File: src/design/llc_pkg.sv
`default_nettype none

package llc_pkg;

  localparam int SLOTS_DEF = 64;
  localparam int DIMS      = 4;
  localparam int EXT_W     = 6;
  localparam int NODE_W    = 7;
  localparam int COORD_W   = 12;
  localparam int SLOT_W    = 6;
  localparam int BUCKET_W  = 22;
  localparam int OWNER_W   = 24;
  localparam int AGE_W     = 32;
  localparam int DIV_W     = EXT_W + NODE_W;
  localparam int STEP_W    = $clog2(DIV_W);
  localparam int OP_W      = 4;

  localparam logic [1:0] REQ_LOOKUP     = 2'd0;
  localparam logic [1:0] REQ_CLEAR_SITE = 2'd1;
  localparam logic [1:0] REQ_CLEAR_ALL  = 2'd2;

  localparam logic [2:0] REG_EXT_0  = 3'd0;
  localparam logic [2:0] REG_EXT_1  = 3'd1;
  localparam logic [2:0] REG_EXT_2  = 3'd2;
  localparam logic [2:0] REG_EXT_3  = 3'd3;
  localparam logic [2:0] REG_NODE_0 = 3'd4;
  localparam logic [2:0] REG_NODE_1 = 3'd5;
  localparam logic [2:0] REG_NODE_2 = 3'd6;
  localparam logic [2:0] REG_NODE_3 = 3'd7;

  localparam logic [OP_W-1:0] OP_NONE     = 4'd0;
  localparam logic [OP_W-1:0] OP_LOAD     = 4'd1;
  localparam logic [OP_W-1:0] OP_DIV_G    = 4'd2;
  localparam logic [OP_W-1:0] OP_DIV_E    = 4'd3;
  localparam logic [OP_W-1:0] OP_DIV_STEP = 4'd4;
  localparam logic [OP_W-1:0] OP_ACCUM    = 4'd5;
  localparam logic [OP_W-1:0] OP_SCAN     = 4'd6;
  localparam logic [OP_W-1:0] OP_STACK_RD = 4'd7;
  localparam logic [OP_W-1:0] OP_FILL     = 4'd8;
  localparam logic [OP_W-1:0] OP_TOUCH    = 4'd9;
  localparam logic [OP_W-1:0] OP_PUSH     = 4'd10;
  localparam logic [OP_W-1:0] OP_RESULT   = 4'd11;

  typedef struct packed {
    logic [1:0]                req_type;
    logic signed [COORD_W-1:0] coord_0;
    logic signed [COORD_W-1:0] coord_1;
    logic signed [COORD_W-1:0] coord_2;
    logic signed [COORD_W-1:0] coord_3;
    logic [1:0]                link_dir;
  } req_t;

  typedef struct packed {
    logic                hit;
    logic [SLOT_W-1:0]   slot;
    logic                fill_needed;
    logic                evicted;
    logic [BUCKET_W-1:0] bucket;
    logic [OWNER_W-1:0]  owner_node;
  } rsp_t;

  typedef struct packed {
    logic [DIMS-1:0][EXT_W-1:0]  ext;
    logic [DIMS-1:0][NODE_W-1:0] nodes;
  } cfg_t;

  typedef struct packed {
    logic [BUCKET_W-1:0] bucket;
    logic [OWNER_W-1:0]  owner;
    logic [AGE_W-1:0]    fill_age;
    logic [AGE_W-1:0]    use_age;
  } entry_t;

  typedef struct packed {
    logic [OP_W-1:0] op;
  } cmd_t;

  typedef struct packed {
    logic       div_last;
    logic       dim_last;
    logic       scan_done;
    logic       hit;
    logic       found;
    logic       empty;
    logic [1:0] req_type;
  } sts_t;

endpackage

`default_nettype wire

File: src/design/llc_ctrl.sv
`default_nettype none

module llc_ctrl (
  input  logic          clk,
  input  logic          rst,
  input  logic          start,
  output logic          busy,
  input  llc_pkg::sts_t sts,
  output llc_pkg::cmd_t cmd
);
  import llc_pkg::*;

  localparam logic [3:0] S_IDLE     = 4'd0;
  localparam logic [3:0] S_DIV_G    = 4'd1;
  localparam logic [3:0] S_STEP_G   = 4'd2;
  localparam logic [3:0] S_DIV_E    = 4'd3;
  localparam logic [3:0] S_STEP_E   = 4'd4;
  localparam logic [3:0] S_ACCUM    = 4'd5;
  localparam logic [3:0] S_DISPATCH = 4'd6;
  localparam logic [3:0] S_SCAN     = 4'd7;
  localparam logic [3:0] S_DECIDE   = 4'd8;
  localparam logic [3:0] S_FILL     = 4'd9;

  logic [3:0] state, state_next;

  assign busy = (state != S_IDLE);

  always_ff @(posedge clk) begin
    if (rst) begin
      state <= S_IDLE;
    end else begin
      state <= state_next;
    end
  end

  always_comb begin
    state_next = state;
    cmd.op     = OP_NONE;
    unique case (state)
      S_IDLE: begin
        if (start) begin
          cmd.op     = OP_LOAD;
          state_next = S_DIV_G;
        end
      end
      S_DIV_G: begin
        cmd.op     = OP_DIV_G;
        state_next = S_STEP_G;
      end
      S_STEP_G: begin
        cmd.op = OP_DIV_STEP;
        if (sts.div_last) state_next = S_DIV_E;
      end
      S_DIV_E: begin
        cmd.op     = OP_DIV_E;
        state_next = S_STEP_E;
      end
      S_STEP_E: begin
        cmd.op = OP_DIV_STEP;
        if (sts.div_last) state_next = S_ACCUM;
      end
      S_ACCUM: begin
        cmd.op     = OP_ACCUM;
        state_next = sts.dim_last ? S_DISPATCH : S_DIV_G;
      end
      S_DISPATCH: begin
        priority case (sts.req_type)
          REQ_LOOKUP, REQ_CLEAR_SITE, REQ_CLEAR_ALL: begin
            cmd.op     = OP_SCAN;
            state_next = S_SCAN;
          end
          default: begin
            cmd.op     = OP_RESULT;
            state_next = S_IDLE;
          end
        endcase
      end
      S_SCAN: begin
        if (sts.scan_done) state_next = S_DECIDE;
      end
      S_DECIDE: begin
        if (sts.req_type == REQ_LOOKUP) begin
          priority if (sts.hit) begin
            cmd.op     = OP_TOUCH;
            state_next = S_IDLE;
          end else if (!sts.empty) begin
            cmd.op     = OP_STACK_RD;
            state_next = S_FILL;
          end else begin
            cmd.op     = OP_FILL;
            state_next = S_IDLE;
          end
        end else if (sts.found) begin
          cmd.op     = OP_PUSH;
          state_next = S_DISPATCH;
        end else begin
          cmd.op     = OP_RESULT;
          state_next = S_IDLE;
        end
      end
      S_FILL: begin
        cmd.op     = OP_FILL;
        state_next = S_IDLE;
      end
      default: begin
        state_next = S_IDLE;
      end
    endcase
  end

endmodule

`default_nettype wire

File: config.mk
export PLATFORM = sky130hd
export DESIGN_NAME = llc_ctrl
export DESIGN_NICKNAME = d
export VERILOG_FILES = /design/src/design/llc_pkg.sv /design/src/design/llc_ctrl.sv
export SDC_FILE = /design/constraint.sdc
export NUM_CORES = 1
export LEC_CHECK = 0
export ABC_AREA = 0
export BUFFER_PORTS_ARGS = -buffer_cell sky130_fd_sc_hd__buf_2
export CORE_AREA = 2 2 39 41
export DETAILED_ROUTE_END_ITERATION = 16
export DIE_AREA = 0 0 41 43
export PLACE_DENSITY = 0.68
export SLEW_MARGIN = 25
export SYNTH_ARGS = -nofsm -noshare
export SYNTH_HDL_FRONTEND = slang
export SYNTH_SLANG_ARGS = --single-unit
File: constraint.sdc
create_clock -name clk -period 1.3 [get_ports clk]
set_input_delay 0.195 -clock clk [delete_from_list [all_inputs] [get_ports clk]]
set_output_delay 0.195 -clock clk [all_outputs]
set_load 0.01 [all_outputs]
==> flow_summary.ini <==
[run_status]
status = complete, but fails checks
violations = negative setup slack

[timing]
worst_pin_slew_ns = 0.346
slew_violations = 0
fin_crit_sh_pct = 130
finalCriticalPeriod_ns = 1.70
timing.fmax_ghz = 0.590
final.setup.worst_slack_ns = -0.396
finalHoldViolCount = 0
relSlewSlack_pct = 76.9
hold_ws_ns = 0.206
rsz0062_at_grt = true
finalSetupViolCount = 9
skew_ns = 0.00208

[final_layout]
largest-register = state
antenna_cells = 0
fill_cells = 107
reg.largest.list = state: 4 flops
layout.cells.non_filler = 133
largest_reg_flops = 4
regArea_um2 = 95.1
fin_nets = 130
multi_input_area_um2 = 505
area_growth_pct = 81.7
drive_gt1_share_pct = 58.1

[global_routing]
grt_max_degree = 9
antenna_found_initial = 0
grt_pass1_wl_um = 3040
grt_pass1_vias = 689
grt_overflow_total = 0
track_usage_pct = 25.2

[die]
dieHeight_um = 43
io_pins = 16
core_um2 = 1380
rows = 14
dieArea_um2 = 1760
die_w_um = 41
start_util_pct = 39.4

[route]
wl_um = 2110
drt-initial-drc-count = 38
vias_per_cell = 5.96
wl_per_cell_um = 15.8
drc = 0
ant_nets = 0
dr.pass1.iters = 6
vias = 793

[cts]
tritoncts = yes
h-tree-depth = 1
root_buffer = clkbuf_4
cts_sinks = 4
worstSkewPairLatency_ns = 0.24
cts_buffer_depth = 2
clk_pin_slew_ns = 0.04
cts_buffers = 3

[synthesis]
syn_inst = 74
synth.top_cell.area_share_pct = 14.7
synth.yosys.warnings = 0
yosysSeqAreaShare_pct = 14.7
synth.distinct_cells = 41
synth_area_leaders = dfxtp_1 (15%), buf_6 (4.1%), nand2_1 (4.1%)
synth_area_um2 = 546
synth_area_leader_cell = dfxtp_1
synth_seq_cells = 4
syn-num-nets = 85
syn_avg_cell_area_um2 = 7.37

[worst_setup_path]
arrival_ns = 1.50
cp_max_fo = 8
start_kind = flop
worstSetupPathType = reg -> out
worstSetupEndpointType = primary output
cp_data_required_time_ns = 1.11

[min_path]
hp-class = in -> reg

[power_and_ir_drop]
p_per_area_nw_per_um2 = 1760
power.leakage_uw = 0.000436
vdd_drop_max_mv = 0.878

[place]
placedCellCount = 124
gp_congestion = 0.870
hpwl_um = 1350
io_buffers = 15

[flow_run]
cap_viol_max_count = 0
routing by layer:
metal,vias to the layer above,wire length [um],global-route usage [%]
li1,373,-,-
met1,386,826,30.0
met2,34,1150,40.9
met3,0,133,6.81
met4,0,0,8.67
met5,-,0,0
cell families after synthesis:
family                    Yosys count  share of synthesized area (%)
and+or+nand+nor                    35                           38.1
AOI/OAI and AO/OA                  24                           34.2
buffers and inverters               9                           9.86
DFF                                 4                           14.7
xor gates and xnor gates            2                           3.21
placed cells by master, fill, tap and decap left out, types with 2 or more instances in the layout:
cell type,netlist,routed
nand2b_1,3,3
a22oi_1,2,2
buf_4,1,29
or3_4,0,2
a22o_1,2,2
o21ai_0,3,2
clkbuf_4,0,3
nand2_1,6,6
dfxtp_4,0,4
nor2_1,6,6
nand3_1,2,2
or2_4,0,2
inv_1,3,2
buf_6,2,3
o31ai_1,2,2
a211oi_1,2,2
buf_2,1,13
nor2b_1,3,3
cells in the mapped netlist:
cell type / count
a211o_1: 1
a211oi_1: 2
a21oi_1: 1
a221o_2: 1
a221oi_1: 2
a22o_1: 2
a22oi_1: 2
a311oi_1: 1
a32oi_1: 1
and3b_1: 1
and4b_1: 1
buf_2: 1
buf_4: 1
buf_6: 2
clkbuf_1: 2
dfxtp_1: 4
inv_1: 3
nand2_1: 6
nand2b_1: 3
nand3_1: 2
nand3b_1: 1
nand4_1: 1
nor2_1: 6
nor2b_1: 3
nor3_1: 2
nor3b_1: 1
nor4_1: 1
nor4b_2: 1
nor4bb_1: 1
o2111a_1: 1
o21ai_0: 3
o21ai_1: 1
o22ai_1: 1
o2bb2ai_1: 2
o31ai_1: 2
o32ai_1: 1
or2_2: 2
or3_1: 2
or3b_2: 1
xnor2_1: 1
xor2_1: 1
final timing paths:
path / startpoint / to / slack (ns) / cells after the start
hold reg to reg: state[1]$_SDFFE_PP0P_ / state[3]$_SDFFE_PP0P_ / 0.67 / 2
setup reg to reg: state[2]$_SDFFE_PP0P_ / state[1]$_SDFFE_PP0P_ / -0.35 / 5
hold / removal: rst / state[1]$_SDFFE_PP0P_ / 0.21 / 2
setup / recovery: state[1]$_SDFFE_PP0P_ / cmd[2] / -0.40 / 4
what timing repair did:
action | CTS | global route
gates resized for setup | 13 | 6
endpoints found under the hold margin | 0 | 0
setup endpoints to repair | 9 | 9
buffers inserted | 2 | 4
hold buffers | 0 | 0
pin swaps | 5 | 6
report_power, final:
part / total (uW) / internal, uW / switching [uW]
registers: 291 / 174 / 117
clock network: 155 / 103 / 51.6
logic: 1300 / 739 / 559
total: 1740 / 1020 / 727
per-stage QoR:
step / util, % / setup WS [ns] / setup TNS (ns) / cell area [um2] / total power [uW]
2_1_floorplan: - / -0.0379 / -0.156 / 593 / 880
3_3_place_gp: 60.7 / -0.231 / -1.52 / 840 / 1280
3_5_place_dp: 60.7 / -0.245 / -1.67 / 840 / 1300
4_1_cts: 67.6 / -0.392 / -2.33 / 936 / 1650
5_1_grt: 71.6 / -0.481 / -3.28 / 991 / 1850
6_report: 71.6 / -0.396 / -2.91 / 991 / 1740
worst max-delay path, cell delays in order (launching register included):
cell      delay [ns]
dfxtp_4         0.38
buf_12          0.14
o2111a_1        0.24
or3b_4          0.37
buf_6           0.13
final cells by class:
| cell class | count | area share (%) |
|---|---|---|
| multi-input combinational | 61 | 51.0 |
| clock buffer | 3 | 2.27 |
| inverter | 3 | 1.14 |
| timing repair buffer | 46 | 34.0 |
| tap | 16 | 2.02 |
| sequential | 4 | 9.60 |
(Power assumes the default switching activity.)
